`src/rtl/core/mm_pkg.sv`:
```
// ----------------------------------------------------------------------------
// mm_pkg: shared types and constants of the matrix multiply block
// Store geometry, field widths, opcodes, register indexes and the
// controller-to-datapath command/status records.
// ----------------------------------------------------------------------------
package mm_pkg;

  // Store geometry
  localparam int MAX_DIM    = 8;
  localparam int DIM_CAP    = (MAX_DIM < 8) ? MAX_DIM : 8;
  localparam int IDX_W      = $clog2(DIM_CAP);
  localparam int RAM_DEPTH  = MAX_DIM * MAX_DIM;
  localparam int ADDR_W     = $clog2(RAM_DEPTH);

  // Field widths
  localparam int OP_W       = 2;
  localparam int POS_W      = 3;
  localparam int ELEM_W     = 16;
  localparam int PROD_W     = 2 * ELEM_W;
  localparam int ACC_W      = 35;
  localparam int DIM_REG_W  = 4;
  localparam int CFG_IDX_W  = 2;
  localparam int CFG_DATA_W = DIM_REG_W;

  // Opcodes of an input item
  typedef enum logic [OP_W-1:0] {
    OP_LOAD_LEFT  = 2'd0,
    OP_LOAD_RIGHT = 2'd1,
    OP_COMPUTE    = 2'd2
  } op_t;

  // Register indexes
  localparam logic [CFG_IDX_W-1:0] CFG_NUM_ROWS  = 2'd0;
  localparam logic [CFG_IDX_W-1:0] CFG_INNER_DIM = 2'd1;
  localparam logic [CFG_IDX_W-1:0] CFG_NUM_COLS  = 2'd2;

  localparam logic [DIM_REG_W-1:0] DIM_RESET = 4'd4;

  // Controller commands to the datapath
  typedef struct packed {
    logic             load_left;
    logic             load_right;
    logic             rd_en;
    logic             first_term;
    logic             last_term;
    logic [IDX_W-1:0] rd_row;
    logic [IDX_W-1:0] rd_col;
    logic [IDX_W-1:0] rd_k;
    logic             emit;
    logic [POS_W-1:0] emit_row;
    logic [POS_W-1:0] emit_col;
    logic             emit_last;
  } mm_cmd_t;

  // Datapath status back to the controller
  typedef struct packed {
    logic sum_ready;
    logic out_free;
  } mm_status_t;

  // Largest loop index for a dimension register: 0 counts as 1, cap at DIM_CAP
  function automatic logic [IDX_W-1:0] dim_max_idx(input logic [DIM_REG_W-1:0] v);
    logic [IDX_W-1:0] res;
    if (v == '0) begin
      res = '0;
    end else if (int'(v) > DIM_CAP) begin
      res = IDX_W'(DIM_CAP - 1);
    end else begin
      res = IDX_W'(v - 1'b1);
    end
    return res;
  endfunction

endpackage

```
`src/rtl/core/mm_in_if.sv`:
```
// ----------------------------------------------------------------------------
// mm_in_if: input item channel
// Valid/ready channel carrying one load or compute item.
// ----------------------------------------------------------------------------
interface mm_in_if;
  logic                          valid;
  logic                          ready;
  logic [mm_pkg::OP_W-1:0]       op;
  logic [mm_pkg::POS_W-1:0]      row_index;
  logic [mm_pkg::POS_W-1:0]      col_index;
  logic signed [mm_pkg::ELEM_W-1:0] element_value;

  modport source (output valid, op, row_index, col_index, element_value, input ready);
  modport sink   (input valid, op, row_index, col_index, element_value, output ready);
endinterface

```
`src/rtl/core/mm_out_if.sv`:
```
// ----------------------------------------------------------------------------
// mm_out_if: result item channel
// Valid/ready channel carrying one product element.
// ----------------------------------------------------------------------------
interface mm_out_if;
  logic                            valid;
  logic                            ready;
  logic [mm_pkg::POS_W-1:0]        out_row;
  logic [mm_pkg::POS_W-1:0]        out_col;
  logic signed [mm_pkg::ACC_W-1:0] product_value;
  logic                            last;

  modport source (output valid, out_row, out_col, product_value, last, input ready);
  modport sink   (input valid, out_row, out_col, product_value, last, output ready);
endinterface

```
`src/rtl/core/mm_ram.sv`:
```
// ----------------------------------------------------------------------------
// mm_ram: generic single-port-write, single-port-read RAM
// One write and one registered read per cycle.
// ----------------------------------------------------------------------------
module mm_ram #(
  parameter int WIDTH = 16,
  parameter int DEPTH = 64
) (
  input  logic                     clk,
  input  logic                     wr_en,
  input  logic [$clog2(DEPTH)-1:0] wr_addr,
  input  logic [WIDTH-1:0]         wr_data,
  input  logic                     rd_en,
  input  logic [$clog2(DEPTH)-1:0] rd_addr,
  output logic [WIDTH-1:0]         rd_data
);

  logic [WIDTH-1:0] mem [DEPTH];
  logic [WIDTH-1:0] rd_data_r;

  always_ff @(posedge clk) begin
    if (wr_en) begin
      mem[wr_addr] <= wr_data;
    end
    if (rd_en) begin
      rd_data_r <= mem[rd_addr];
    end
  end

  assign rd_data = rd_data_r;

endmodule

```
`src/rtl/core/mm_datapath.sv`:
```
// ----------------------------------------------------------------------------
// mm_datapath: element stores, multiply-accumulate pipe and output register
// Stores are written on load commands; the MAC pipe reads one term per cycle,
// multiplies, accumulates, and the sum is moved to the output register on emit.
// ----------------------------------------------------------------------------
module mm_datapath (
  input  logic                               clk,
  input  logic                               rst_n,
  input  mm_pkg::mm_cmd_t                    cmd,
  output mm_pkg::mm_status_t                 status,
  input  logic [mm_pkg::POS_W-1:0]           in_row,
  input  logic [mm_pkg::POS_W-1:0]           in_col,
  input  logic signed [mm_pkg::ELEM_W-1:0]   in_value,
  output logic                               out_valid,
  input  logic                               out_ready,
  output logic [mm_pkg::POS_W-1:0]           out_row,
  output logic [mm_pkg::POS_W-1:0]           out_col,
  output logic signed [mm_pkg::ACC_W-1:0]    out_value,
  output logic                               out_last
);

  logic [mm_pkg::ADDR_W-1:0]        wr_addr;
  logic [mm_pkg::ADDR_W-1:0]        left_rd_addr;
  logic [mm_pkg::ADDR_W-1:0]        right_rd_addr;
  logic [mm_pkg::ELEM_W-1:0]        left_rd_data;
  logic [mm_pkg::ELEM_W-1:0]        right_rd_data;
  logic signed [mm_pkg::ELEM_W-1:0] left_term;
  logic signed [mm_pkg::ELEM_W-1:0] right_term;
  logic signed [mm_pkg::PROD_W-1:0] prod_nxt;

  // Read stage, product stage and accumulator
  logic                             s1_valid_r;
  logic                             s1_first_r;
  logic                             s1_last_r;
  logic                             p_valid_r;
  logic                             p_first_r;
  logic                             p_last_r;
  logic signed [mm_pkg::PROD_W-1:0] prod_r;
  logic signed [mm_pkg::ACC_W-1:0]  acc_r;
  logic                             sum_ready_r;

  // Output register
  logic                             out_valid_r;
  logic [mm_pkg::POS_W-1:0]         out_row_r;
  logic [mm_pkg::POS_W-1:0]         out_col_r;
  logic signed [mm_pkg::ACC_W-1:0]  out_value_r;
  logic                             out_last_r;

  // Store addresses: row * MAX_DIM + col
  assign wr_addr = mm_pkg::ADDR_W'(in_row) * mm_pkg::ADDR_W'(mm_pkg::MAX_DIM)
                 + mm_pkg::ADDR_W'(in_col);
  assign left_rd_addr = mm_pkg::ADDR_W'(cmd.rd_row) * mm_pkg::ADDR_W'(mm_pkg::MAX_DIM)
                      + mm_pkg::ADDR_W'(cmd.rd_k);
  assign right_rd_addr = mm_pkg::ADDR_W'(cmd.rd_k) * mm_pkg::ADDR_W'(mm_pkg::MAX_DIM)
                       + mm_pkg::ADDR_W'(cmd.rd_col);

  mm_ram #(.WIDTH(mm_pkg::ELEM_W), .DEPTH(mm_pkg::RAM_DEPTH)) u_left_ram (
    .clk     (clk),
    .wr_en   (cmd.load_left),
    .wr_addr (wr_addr),
    .wr_data (in_value),
    .rd_en   (cmd.rd_en),
    .rd_addr (left_rd_addr),
    .rd_data (left_rd_data)
  );

  mm_ram #(.WIDTH(mm_pkg::ELEM_W), .DEPTH(mm_pkg::RAM_DEPTH)) u_right_ram (
    .clk     (clk),
    .wr_en   (cmd.load_right),
    .wr_addr (wr_addr),
    .wr_data (in_value),
    .rd_en   (cmd.rd_en),
    .rd_addr (right_rd_addr),
    .rd_data (right_rd_data)
  );

  // Q8.8 times Q8.8 gives Q16.16
  assign left_term  = left_rd_data;
  assign right_term = right_rd_data;
  assign prod_nxt   = left_term * right_term;

  // Term tags follow the RAM read latency
  always_ff @(posedge clk) begin
    if (!rst_n) begin
      s1_valid_r <= 1'b0;
      s1_first_r <= 1'b0;
      s1_last_r  <= 1'b0;
      p_valid_r  <= 1'b0;
      p_first_r  <= 1'b0;
      p_last_r   <= 1'b0;
    end else begin
      s1_valid_r <= cmd.rd_en;
      s1_first_r <= cmd.first_term;
      s1_last_r  <= cmd.last_term;
      p_valid_r  <= s1_valid_r;
      p_first_r  <= s1_first_r;
      p_last_r   <= s1_last_r;
    end
  end

  // Product register
  always_ff @(posedge clk) begin
    if (s1_valid_r) begin
      prod_r <= prod_nxt;
    end
  end

  // Accumulator; restarts on the first term of each element
  always_ff @(posedge clk) begin
    if (p_valid_r) begin
      if (p_first_r) begin
        acc_r <= mm_pkg::ACC_W'(prod_r);
      end else begin
        acc_r <= acc_r + mm_pkg::ACC_W'(prod_r);
      end
    end
  end

  // Sum complete flag, held until the controller emits it
  always_ff @(posedge clk) begin
    if (!rst_n) begin
      sum_ready_r <= 1'b0;
    end else if (cmd.emit) begin
      sum_ready_r <= 1'b0;
    end else if (p_valid_r && p_last_r) begin
      sum_ready_r <= 1'b1;
    end
  end

  // Output register
  always_ff @(posedge clk) begin
    if (!rst_n) begin
      out_valid_r <= 1'b0;
    end else if (cmd.emit) begin
      out_valid_r <= 1'b1;
    end else if (out_ready) begin
      out_valid_r <= 1'b0;
    end
  end

  always_ff @(posedge clk) begin
    if (cmd.emit) begin
      out_row_r   <= cmd.emit_row;
      out_col_r   <= cmd.emit_col;
      out_value_r <= acc_r;
      out_last_r  <= cmd.emit_last;
    end
  end

  assign status.sum_ready = sum_ready_r;
  assign status.out_free  = !out_valid_r || out_ready;

  assign out_valid = out_valid_r;
  assign out_row   = out_row_r;
  assign out_col   = out_col_r;
  assign out_value = out_value_r;
  assign out_last  = out_last_r;

endmodule

```
`src/rtl/core/mm_ctrl.sv`:
```
// ----------------------------------------------------------------------------
// mm_ctrl: controller of the matrix multiply block
// Holds the dimension registers, decodes input items and steps the
// row/column/inner loops that drive the datapath.
// ----------------------------------------------------------------------------
module mm_ctrl (
  input  logic                              clk,
  input  logic                              rst_n,
  input  logic                              cfg_wr_en,
  input  logic [mm_pkg::CFG_IDX_W-1:0]      cfg_index,
  input  logic [mm_pkg::CFG_DATA_W-1:0]     cfg_data,
  input  logic                              in_valid,
  output logic                              in_ready,
  input  logic [mm_pkg::OP_W-1:0]           in_op,
  input  logic [mm_pkg::POS_W-1:0]          in_row,
  input  logic [mm_pkg::POS_W-1:0]          in_col,
  output mm_pkg::mm_cmd_t                   cmd,
  input  mm_pkg::mm_status_t                status
);

  typedef enum logic [1:0] {
    ST_IDLE,
    ST_MAC,
    ST_WAIT
  } state_t;

  state_t                         state_r, state_nxt;
  logic [mm_pkg::IDX_W-1:0]       i_r, i_nxt;
  logic [mm_pkg::IDX_W-1:0]       j_r, j_nxt;
  logic [mm_pkg::IDX_W-1:0]       k_r, k_nxt;
  logic [mm_pkg::DIM_REG_W-1:0]   num_rows_r;
  logic [mm_pkg::DIM_REG_W-1:0]   inner_dim_r;
  logic [mm_pkg::DIM_REG_W-1:0]   num_cols_r;
  logic [mm_pkg::IDX_W-1:0]       row_max;
  logic [mm_pkg::IDX_W-1:0]       inner_max;
  logic [mm_pkg::IDX_W-1:0]       col_max;
  logic                           accept;
  logic                           in_range;
  logic                           last_elem;

  assign row_max   = mm_pkg::dim_max_idx(num_rows_r);
  assign inner_max = mm_pkg::dim_max_idx(inner_dim_r);
  assign col_max   = mm_pkg::dim_max_idx(num_cols_r);

  assign in_ready  = (state_r == ST_IDLE);
  assign accept    = in_valid && in_ready;
  assign in_range  = (int'(in_row) < mm_pkg::MAX_DIM) && (int'(in_col) < mm_pkg::MAX_DIM);
  assign last_elem = (i_r == row_max) && (j_r == col_max);

  // Next state and commands
  always_comb begin
    state_nxt = state_r;
    i_nxt     = i_r;
    j_nxt     = j_r;
    k_nxt     = k_r;

    cmd            = '0;
    cmd.rd_row     = i_r;
    cmd.rd_col     = j_r;
    cmd.rd_k       = k_r;
    cmd.emit_row   = mm_pkg::POS_W'(i_r);
    cmd.emit_col   = mm_pkg::POS_W'(j_r);
    cmd.emit_last  = last_elem;
    cmd.first_term = (k_r == '0);
    cmd.last_term  = (k_r == inner_max);

    case (state_r)
      ST_IDLE: begin
        if (accept) begin
          case (in_op)
            mm_pkg::OP_LOAD_LEFT:  cmd.load_left  = in_range;
            mm_pkg::OP_LOAD_RIGHT: cmd.load_right = in_range;
            mm_pkg::OP_COMPUTE: begin
              i_nxt     = '0;
              j_nxt     = '0;
              k_nxt     = '0;
              state_nxt = ST_MAC;
            end
            default: ;
          endcase
        end
      end
      // one inner term per cycle
      ST_MAC: begin
        cmd.rd_en = 1'b1;
        if (k_r == inner_max) begin
          k_nxt     = '0;
          state_nxt = ST_WAIT;
        end else begin
          k_nxt = k_r + 1'b1;
        end
      end
      // wait for the sum and a free output register
      ST_WAIT: begin
        if (status.sum_ready && status.out_free) begin
          cmd.emit = 1'b1;
          if (last_elem) begin
            i_nxt     = '0;
            j_nxt     = '0;
            state_nxt = ST_IDLE;
          end else begin
            if (j_r == col_max) begin
              j_nxt = '0;
              i_nxt = i_r + 1'b1;
            end else begin
              j_nxt = j_r + 1'b1;
            end
            state_nxt = ST_MAC;
          end
        end
      end
      default: state_nxt = ST_IDLE;
    endcase
  end

  // State, loop counters and dimension registers
  always_ff @(posedge clk) begin
    if (!rst_n) begin
      state_r     <= ST_IDLE;
      i_r         <= '0;
      j_r         <= '0;
      k_r         <= '0;
      num_rows_r  <= mm_pkg::DIM_RESET;
      inner_dim_r <= mm_pkg::DIM_RESET;
      num_cols_r  <= mm_pkg::DIM_RESET;
    end else begin
      state_r <= state_nxt;
      i_r     <= i_nxt;
      j_r     <= j_nxt;
      k_r     <= k_nxt;
      if (cfg_wr_en) begin
        case (cfg_index)
          mm_pkg::CFG_NUM_ROWS:  num_rows_r  <= cfg_data;
          mm_pkg::CFG_INNER_DIM: inner_dim_r <= cfg_data;
          mm_pkg::CFG_NUM_COLS:  num_cols_r  <= cfg_data;
          default: ;
        endcase
      end
    end
  end

endmodule

```
`src/rtl/core/matrix_multiply.sv`:
```
// The block accepts a new item every cycle while idle.
// A compute item produces each product element from one store read pair per inner term
// through the single MAC unit, with registered read, multiply and accumulate stages,
// then moves the sum to the output register.
// No item is accepted while a compute runs. Reset (synchronous, rst_n low) returns the
// controller to idle and all dimension registers to 4; the element stores keep contents.
// ----------------------------------------------------------------------------
// matrix_multiply: Q8.8 matrix multiply with exact Q19.16 results
// Loads left and right matrices into two element stores, then emits every
// product element in row-major order on a compute item.
// ----------------------------------------------------------------------------
module matrix_multiply (
  input  logic                          clk,
  input  logic                          rst_n,
  mm_in_if.sink                         in_if,
  mm_out_if.source                      out_if,
  input  logic                          cfg_wr_en,
  input  logic [mm_pkg::CFG_IDX_W-1:0]  cfg_index,
  input  logic [mm_pkg::CFG_DATA_W-1:0] cfg_data
);

  mm_pkg::mm_cmd_t    cmd;
  mm_pkg::mm_status_t status;

  mm_ctrl u_ctrl (
    .clk       (clk),
    .rst_n     (rst_n),
    .cfg_wr_en (cfg_wr_en),
    .cfg_index (cfg_index),
    .cfg_data  (cfg_data),
    .in_valid  (in_if.valid),
    .in_ready  (in_if.ready),
    .in_op     (in_if.op),
    .in_row    (in_if.row_index),
    .in_col    (in_if.col_index),
    .cmd       (cmd),
    .status    (status)
  );

  mm_datapath u_datapath (
    .clk       (clk),
    .rst_n     (rst_n),
    .cmd       (cmd),
    .status    (status),
    .in_row    (in_if.row_index),
    .in_col    (in_if.col_index),
    .in_value  (in_if.element_value),
    .out_valid (out_if.valid),
    .out_ready (out_if.ready),
    .out_row   (out_if.out_row),
    .out_col   (out_if.out_col),
    .out_value (out_if.product_value),
    .out_last  (out_if.last)
  );

endmodule

```
`src/flat_wrapper.sv`:
```
// flat-port wrapper written by rule: the top's interface ports become plain ports
module matrix_multiply_flat 
  (clk, rst_n, cfg_wr_en, cfg_index, cfg_data, in_if_valid, in_if_op, in_if_row_index, in_if_col_index, in_if_element_value, in_if_ready, out_if_valid, out_if_out_row, out_if_out_col, out_if_product_value, out_if_last, out_if_ready);
  mm_in_if in_if_i ();
  mm_out_if out_if_i ();
  input  logic clk;
  input  logic rst_n;
  input  logic cfg_wr_en;
  input  logic [mm_pkg::CFG_IDX_W-1:0] cfg_index;
  input  logic [mm_pkg::CFG_DATA_W-1:0] cfg_data;
  input wire logic [$bits(in_if_i.valid)-1:0] in_if_valid;
  input wire logic [$bits(in_if_i.op)-1:0] in_if_op;
  input wire logic [$bits(in_if_i.row_index)-1:0] in_if_row_index;
  input wire logic [$bits(in_if_i.col_index)-1:0] in_if_col_index;
  input wire logic [$bits(in_if_i.element_value)-1:0] in_if_element_value;
  output wire logic [$bits(in_if_i.ready)-1:0] in_if_ready;
  output wire logic [$bits(out_if_i.valid)-1:0] out_if_valid;
  output wire logic [$bits(out_if_i.out_row)-1:0] out_if_out_row;
  output wire logic [$bits(out_if_i.out_col)-1:0] out_if_out_col;
  output wire logic [$bits(out_if_i.product_value)-1:0] out_if_product_value;
  output wire logic [$bits(out_if_i.last)-1:0] out_if_last;
  input wire logic [$bits(out_if_i.ready)-1:0] out_if_ready;
  assign in_if_i.valid = in_if_valid;
  assign in_if_i.op = in_if_op;
  assign in_if_i.row_index = in_if_row_index;
  assign in_if_i.col_index = in_if_col_index;
  assign in_if_i.element_value = in_if_element_value;
  assign in_if_ready = in_if_i.ready;
  assign out_if_valid = out_if_i.valid;
  assign out_if_out_row = out_if_i.out_row;
  assign out_if_out_col = out_if_i.out_col;
  assign out_if_product_value = out_if_i.product_value;
  assign out_if_last = out_if_i.last;
  assign out_if_i.ready = out_if_ready;
  matrix_multiply u_core (.clk(clk), .rst_n(rst_n), .in_if(in_if_i), .out_if(out_if_i), .cfg_wr_en(cfg_wr_en), .cfg_index(cfg_index), .cfg_data(cfg_data));
endmodule
```
`config.mk`:
```
export PLATFORM = sky130hd
export DESIGN_NAME = matrix_multiply_flat
export DESIGN_NICKNAME = d
export VERILOG_FILES = /design/src/rtl/core/mm_pkg.sv /design/src/rtl/core/mm_in_if.sv /design/src/rtl/core/mm_out_if.sv /design/src/rtl/core/mm_ram.sv /design/src/rtl/core/mm_datapath.sv /design/src/rtl/core/mm_ctrl.sv /design/src/rtl/core/matrix_multiply.sv /design/src/flat_wrapper.sv
export SDC_FILE = /design/constraint.sdc
export NUM_CORES = 2
export LEC_CHECK = 0
export BUFFER_PORTS_ARGS = -buffer_cell sky130_fd_sc_hd__buf_2
export CELL_PAD_IN_SITES_DETAIL_PLACEMENT = 1
export CELL_PAD_IN_SITES_GLOBAL_PLACEMENT = 2
export CORE_MARGIN = 1
export CORE_UTILIZATION = 50
export CTS_CLUSTER_DIAMETER = 60
export DETAILED_ROUTE_END_ITERATION = 8
export GPL_TIMING_DRIVEN = 1
export PLACE_DENSITY_LB_ADDON = 0.3
export SLEW_MARGIN = 20
export SYNTH_ARGS = -nofsm -noshare
export SYNTH_HDL_FRONTEND = slang
export SYNTH_SLANG_ARGS = --single-unit
```
`constraint.sdc`:
```
create_clock -name clk -period 7.1 [get_ports clk]
set_input_delay 0 -clock clk [delete_from_list [all_inputs] [get_ports clk]]
set_output_delay 0 -clock clk [all_outputs]
set_load 0.01 [all_outputs]
```
After elaboration in Yosys (flattened, before gate mapping):

Memories as Yosys holds them, arrays and structs flattened. A register that Yosys moved wholly into a read port is not among the register bits.
Index checks and enable logic that the tools add are counted.
Widths: inputs -> output; s select.

* reductions and logical operators: 24
* equal/unequal tests: 14
* bitwise operators: 1
* magnitude comparators: 3
* $mul: 1
* add/subtract/negate cells: 10
* muxes and demuxes: 38

Operators with widths (count)
* $mux 3: 15
* $add 35x32->35: 1
* $mux 35: 1
* $mul 16x16->32: 1
* $add 6x3->6: 3
* $pmux 3 s2: 3
* $gt 4x4->1 const B: 3
* $logic_not 4->1: 3
* $mux 1: 12
* $mux 2: 6
* $add 3x1->3 const B: 3
* $eq 3x3->1: 3
* $sub 3x1->3 const B: 3
* $reduce_and 4->1: 2
* $eq 2x1->1 const B: 3
* $eq 2x2->1 const B: 3
* $logic_not 2->1: 3
* $pmux 2 s3: 1
* $reduce_and 2->1: 3
* $reduce_bool 2->1: 3
* $reduce_and 5->1: 1
* $logic_and 1x1->1: 4
* $ne 2x1->1 const B: 2
* $ne 2x2->1 const B: 2
* other kinds (7): 7

* output and inout port bits: 44
* register bits after elaboration: 140
* RAM bits: 2048
* memories kept: 2

Memory list
* u_core.u_datapath.u_left_ram.mem: depth 64, width 16, read ports 1, clocked after Yosys merged registers in 1, wr ports 1, line mm_ram.sv:18 `logic [WIDTH-1:0] mem [DEPTH];`
* u_core.u_datapath.u_right_ram.mem: depth 64, width 16, read ports 1, clocked after Yosys merged registers in 1, wr ports 1, line mm_ram.sv:18

Logic depth before layout (Yosys ltp):

* depth in word-level cells: 8
* mapped depth: 25
* gate-level depth less buffers: 24

Modules after synthesis:

A second synthesis with hierarchy kept.

* cell total of the unflattened synthesis: 5403
* area, all modules: 97710.0 µm²

Modules (own cells, without submodules)
* mm_ram: cells each 1829, times used 2, area an instance 40202.3 µm²
* mm_datapath: cells each 1548, times used 1, area an instance 15693.8 µm²
* mm_ctrl: cells each 197, times used 1, area an instance 1611.5 µm²

Worst setup path after synthesis:

Ideal clock, no wire load.

* path kind: reg-to-reg
* from: reg u_core.u_datapath.u_left_ram.rd_data_r[15] (netlist: u_core.u_datapath.u_left_ram.rd_data[15]) (read register of u_core.u_datapath.u_left_ram.mem)
* to: reg u_core.u_datapath.prod_r[31] in the netlist's numbering, data pin
* data required time: 6.834 ns
* cell stages (with the launch flop): 18
* slack: 1.048 ns
* arrival: 5.786 ns
* path through: edfxtp_1 clkbuf_1 nand2_1 inv_1 fa_1 fa_1 fa_1 fa_1 fa_1 fa_1 ha_1 a21o_1 a211oi_1 clkinv_1 o41ai_2 o31ai_1 nor4_1 nor3_1

* longest elaborated chain between the ends: 1

RTL lines
* start: declaration: line mm_ram.sv:19 `logic [WIDTH-1:0] rd_data_r;`
* $mul 16x16->32: line mm_datapath.sv:80 `assign prod_nxt = left_term * right_term;`
* named net u_core.u_datapath.prod_nxt (one bit): line mm_datapath.sv:29 `logic signed [mm_pkg::PROD_W-1:0] prod_nxt;`
* end signal: assignment: line mm_datapath.sv:104 `prod_r <= prod_nxt;`
* end: declaration: line mm_datapath.sv:38 `logic signed [mm_pkg::PROD_W-1:0] prod_r;`

The timed path passes the listed nets, and every way through them passes these cells.
A chain may end at the register's enable or synchronous reset.

Worst setup path in the final report:

* from: reg u_core.u_datapath.u_right_ram.rd_data_r[3] (netlist: u_core.u_datapath.u_right_ram.rd_data[3]) (read register of u_core.u_datapath.u_right_ram.mem)
* to: reg u_core.u_datapath.prod_r[31] in the netlist's numbering, data pin

* longest elaborated chain between the ends: 1

RTL lines (line)
* start: declaration: mm_ram.sv:19
* $mul 16x16->32: mm_datapath.sv:80
* named net u_core.u_datapath.prod_nxt (one bit): mm_datapath.sv:29

The timed path passes the listed nets, and every way through them passes these cells.

==> run_results.csv <==
group,metric,value,unit
clock_network,cts.sinks,2220,
logic_synthesis,synth_area_leaders,"edfxtp_1 (69%), mux4_2 (16%), fa_1 (5.5%), ha_1 (1.6%), inv_1 (1.3%)",
critical_path,r2r_end,"u_core.u_datapath.prod_r[31]",
global_route,grt_pass1_wl,349,mm
detailed_routing,post-route-drc-count,0,
critical_path,cp_data_arrival_time,7.37,ns
critical_path,crit_fanout,12,
logic_synthesis,synth.most_common_cell,"edfxtp_1",
cells_and_area,fin_nets,5531,
detailed_routing,avgViaCountPerCell,6.06,
power,total_power,0.0338,W
logic_synthesis,synth-main-ff-cell,"edfxtp_1",
detailed_routing,wl_per_cell,30.7,um
sta,finClkSkew,0.103,ns
critical_path,cp-end-kind,"flip-flop",
clock_network,cts_resized,0,
cells_and_area,postLayoutCoreUtil,56.8,%
power,powerDensity,313,nW/um2
die,core-area,190000,um2
global_route,track_usage,25.2,%
global_route,antenna_found_initial,22,
worst_hold_path,hold_depth,2,
detailed_routing,drtIter0Drc,4677,
worst_hold_path,hp-class,"in2reg",
critical_path,rrSetupSlack,0.32,ns
placement,gp_congestion,0.798,
die,start_util,50.4,%
clock_network,cts_made_buffers,220,
logic_synthesis,synthesis.area,95800,um2
sta,fin_crit,6.78,ns
logic_synthesis,synthArstFlopShare,0,%
logic_synthesis,syn_area_per_cell,20.0,um2
logic_synthesis,synth_top_area_share,68.6,%
worst_hold_path,min_to,"u_core.u_datapath.u_left_ram.mem[60][0]",
detailed_routing,routed_wirelength,240,mm
logic_synthesis,synth_seq_cells,2220,
detailed_routing,vias,47500,
logic_synthesis,synth_edf_count,2189,
global_route,grt_max_degree,138,
logic_synthesis,synth_cell_types,72,
logic_synthesis,syn-num-nets,5209,
sta,rsz0062_at_grt,"false",
logic_synthesis,postSynthCellCount,4788,
power,p_leak,35.3,nW
critical_path,rr_worst_depth,18,
job,maxCapViolCount,0,
critical_path,timing.rr.start,"u_core.u_datapath.u_right_ram.rd_data[3]",
sta,finalHoldViolations,0,
clock_network,clk_latency,0.91,ns
clock_network,cts_tree,"yes",
logic_synthesis,synth_warnings,0,
sta,slew_headroom,23.9,%
placement,dp_hpwl,148,mm
cells_and_area,final_layout_size_suffix_gt1_share,24.3,%
outcome,run_status,"finished clean",
detailed_routing,ant_nets,0,
clock_network,root_buffer,"clkbuf_16",
die,chipWidth,440,um
logic_synthesis,synth.top_cells.by_count,"edfxtp_1 (2189), mux4_2 (672), inv_1 (329), fa_1 (263), nand2_1 (208)",
power,irDropWorstVdd,395,uV
global_route,gr-total-overflow,0,
die,die_h,440,um
critical_path,startpoint_type,"flip-flop",
sta,fmax,148,MHz
sta,finalSetupViolations,0,
sta,fin_setup_tns,0,ns
sta,post-route-period-util,95.4,%
die,pin_count,79,
detailed_routing,first_pass_iters,5,
sta,drv_slew,0,
critical_path,worstPathRequired,7.70,ns
die,die-area,193000,um2
global_route,grt_pass1_vias,50300,
clock_network,cts_buffer_depth,3,
logic_synthesis,ys_seq_area_share,69.2,%
clock_network,clk_pin_slew_worst_paths,0.06,ns
cells_and_area,areaGrowthSynthToFinish,12.7,%
clock_network,htree_num_levels,4,
sta,tightest_slew,1.14,ns
logic_synthesis,synth_top_cell_by_area,"edfxtp_1",
worst_hold_path,min-delay-start,"in_if_element_value[0]",
critical_path,critPathKind,"reg2reg",
placement,numPortBuffers,78,
die,rows,160,
-- worst max-delay path, cell delays in order, from the launching register on --
cell and delay (ns):
edfxtp_1 0.65, and2_1 0.27, fa_1 0.76, fa_1 0.50
fa_1 0.50, fa_1 0.50, fa_1 0.49, inv_1 0.05
fa_1 0.47, inv_1 0.04, ha_1 0.35, nand4_1 0.17
nor2_1 0.29, nand3_1 0.12, o21ai_1 0.38, o41ai_2 0.16
o31ai_1 0.44, and4_1 0.26, nor3_1 0.06
-- layout by cell type, fill, tap and decap left out, drive strengths merged, types with 9 or more instances in the layout --
master,netlist,layout
clkbuf,127,256
dfxtp,31,31
ha,123,123
clkinv,1,115
xor2,26,26
nor2,181,181
nor3,11,11
xnor2,43,43
fa,263,263
inv,332,343
a21o,26,26
and2,126,126
nand2,208,208
a21oi,64,64
bufinv,0,26
nand3,17,17
buf,85,268
nand2b,20,20
dlygate4sd3,0,44
mux2i,12,12
diode,0,10
o21a,10,10
clkinvlp,0,9
nor2b,22,22
nand3b,11,11
edfxtp,2189,2189
mux4,672,672
o21ai,81,81
-- sequential cells by signal, indices dropped and copies added, names as in the netlist, 4 cells and up --
signal	flops
u_core.u_datapath.u_left_ram.mem	1024
u_core.u_datapath.u_right_ram.mem	1024
u_core.u_datapath.acc_r	35
u_core.u_datapath.out_value	35
u_core.u_datapath.prod_r	32
u_core.u_datapath.u_left_ram.rd_data	16
u_core.u_datapath.u_right_ram.rd_data	16
u_core.u_ctrl.inner_dim_r	4
u_core.u_ctrl.num_cols_r	4
u_core.u_ctrl.num_rows_r	4
-- layer usage --
metal | share of wire, % | wire length [um] | track usage, %
met1 | 41 | 97800 | 35.3
met2 | 50 | 120000 | 41.3
met3 | 6.4 | 15300 | 3.66
met4 | 2.9 | 6960 | 7.66
met5 | 0.014 | 34 | 0
-- cell families after synthesis --
family	Yosys count	share of synthesized area, %
mux	686	15.9
xor+xnor	69	0.631
buf+inv	545	2.33
compound gates	245	1.59
fa+ha+maj	389	7.13
simple gates	634	3.15
flops	2220	69.2
-- power breakdown --
part           leakage, nW  switching [W]  internal (W)
logic                 11.8        0.00410       0.00296
clock network         3.59        0.00513       0.00670
registers             19.9      0.0000979        0.0148
-- worst max path at each step --
| stage | startpoint | endpoint | slack (ns) | depth (start not counted) |
|---|---|---|---|---|
| after floorplan | u_core.u_datapath.u_left_ram.rd_data[15] | u_core.u_datapath.prod_r[31] | 1.05 | 17 |
| after global placement | u_core.u_datapath.u_right_ram.rd_data[1] | u_core.u_datapath.prod_r[31] | 0.36 | 16 |
| after detailed placement | u_core.u_datapath.u_right_ram.rd_data[1] | u_core.u_datapath.prod_r[31] | 0.23 | 16 |
| after CTS | u_core.u_datapath.u_right_ram.rd_data[1] | u_core.u_datapath.prod_r[31] | 0.18 | 16 |
| after global routing | u_core.u_datapath.u_right_ram.rd_data[3] | u_core.u_datapath.prod_r[31] | 0.04 | 18 |
| final | u_core.u_datapath.u_right_ram.rd_data[3] | u_core.u_datapath.prod_r[31] | 0.32 | 18 |
-- metrics by stage --
| stage | instance area (um2) | std cells | setup slack, ns | hold WS (ns) |
|---|---|---|---|---|
| 5_1_grt | 108000 | 7822 | 0.0401 | 0.0971 |
| 3_3_place_gp | 100000 | 7349 | 0.364 | 0.288 |
| 6_report | 108000 | 7825 | 0.324 | 0.0943 |
| 4_1_cts | 108000 | 7809 | 0.182 | 0.0229 |
| 2_1_floorplan | 95800 | 4788 | 1.05 | 0.0989 |
| 3_5_place_dp | 100000 | 7349 | 0.227 | 0.304 |
-- repair_timing --
item	4_1_cts	5_1_grt
endpoints found under the hold margin	917	0
setup endpoints to repair	0	1
hold buffers	44	0
buffers inserted	0	3
-- cell type report --
class | instances | area, um2
fill | 16500 | 82200
sequential | 2220 | 66400
multi-input combinational | 2023 | 27300
clock buffer | 256 | 5640
tap | 2511 | 3140
timing repair buffer | 312 | 2470
clock inverter | 160 | 1810
inverter | 333 | 1250
antenna | 10 | 25.0
No activity file was read; power rests on OpenSTA's default activity.
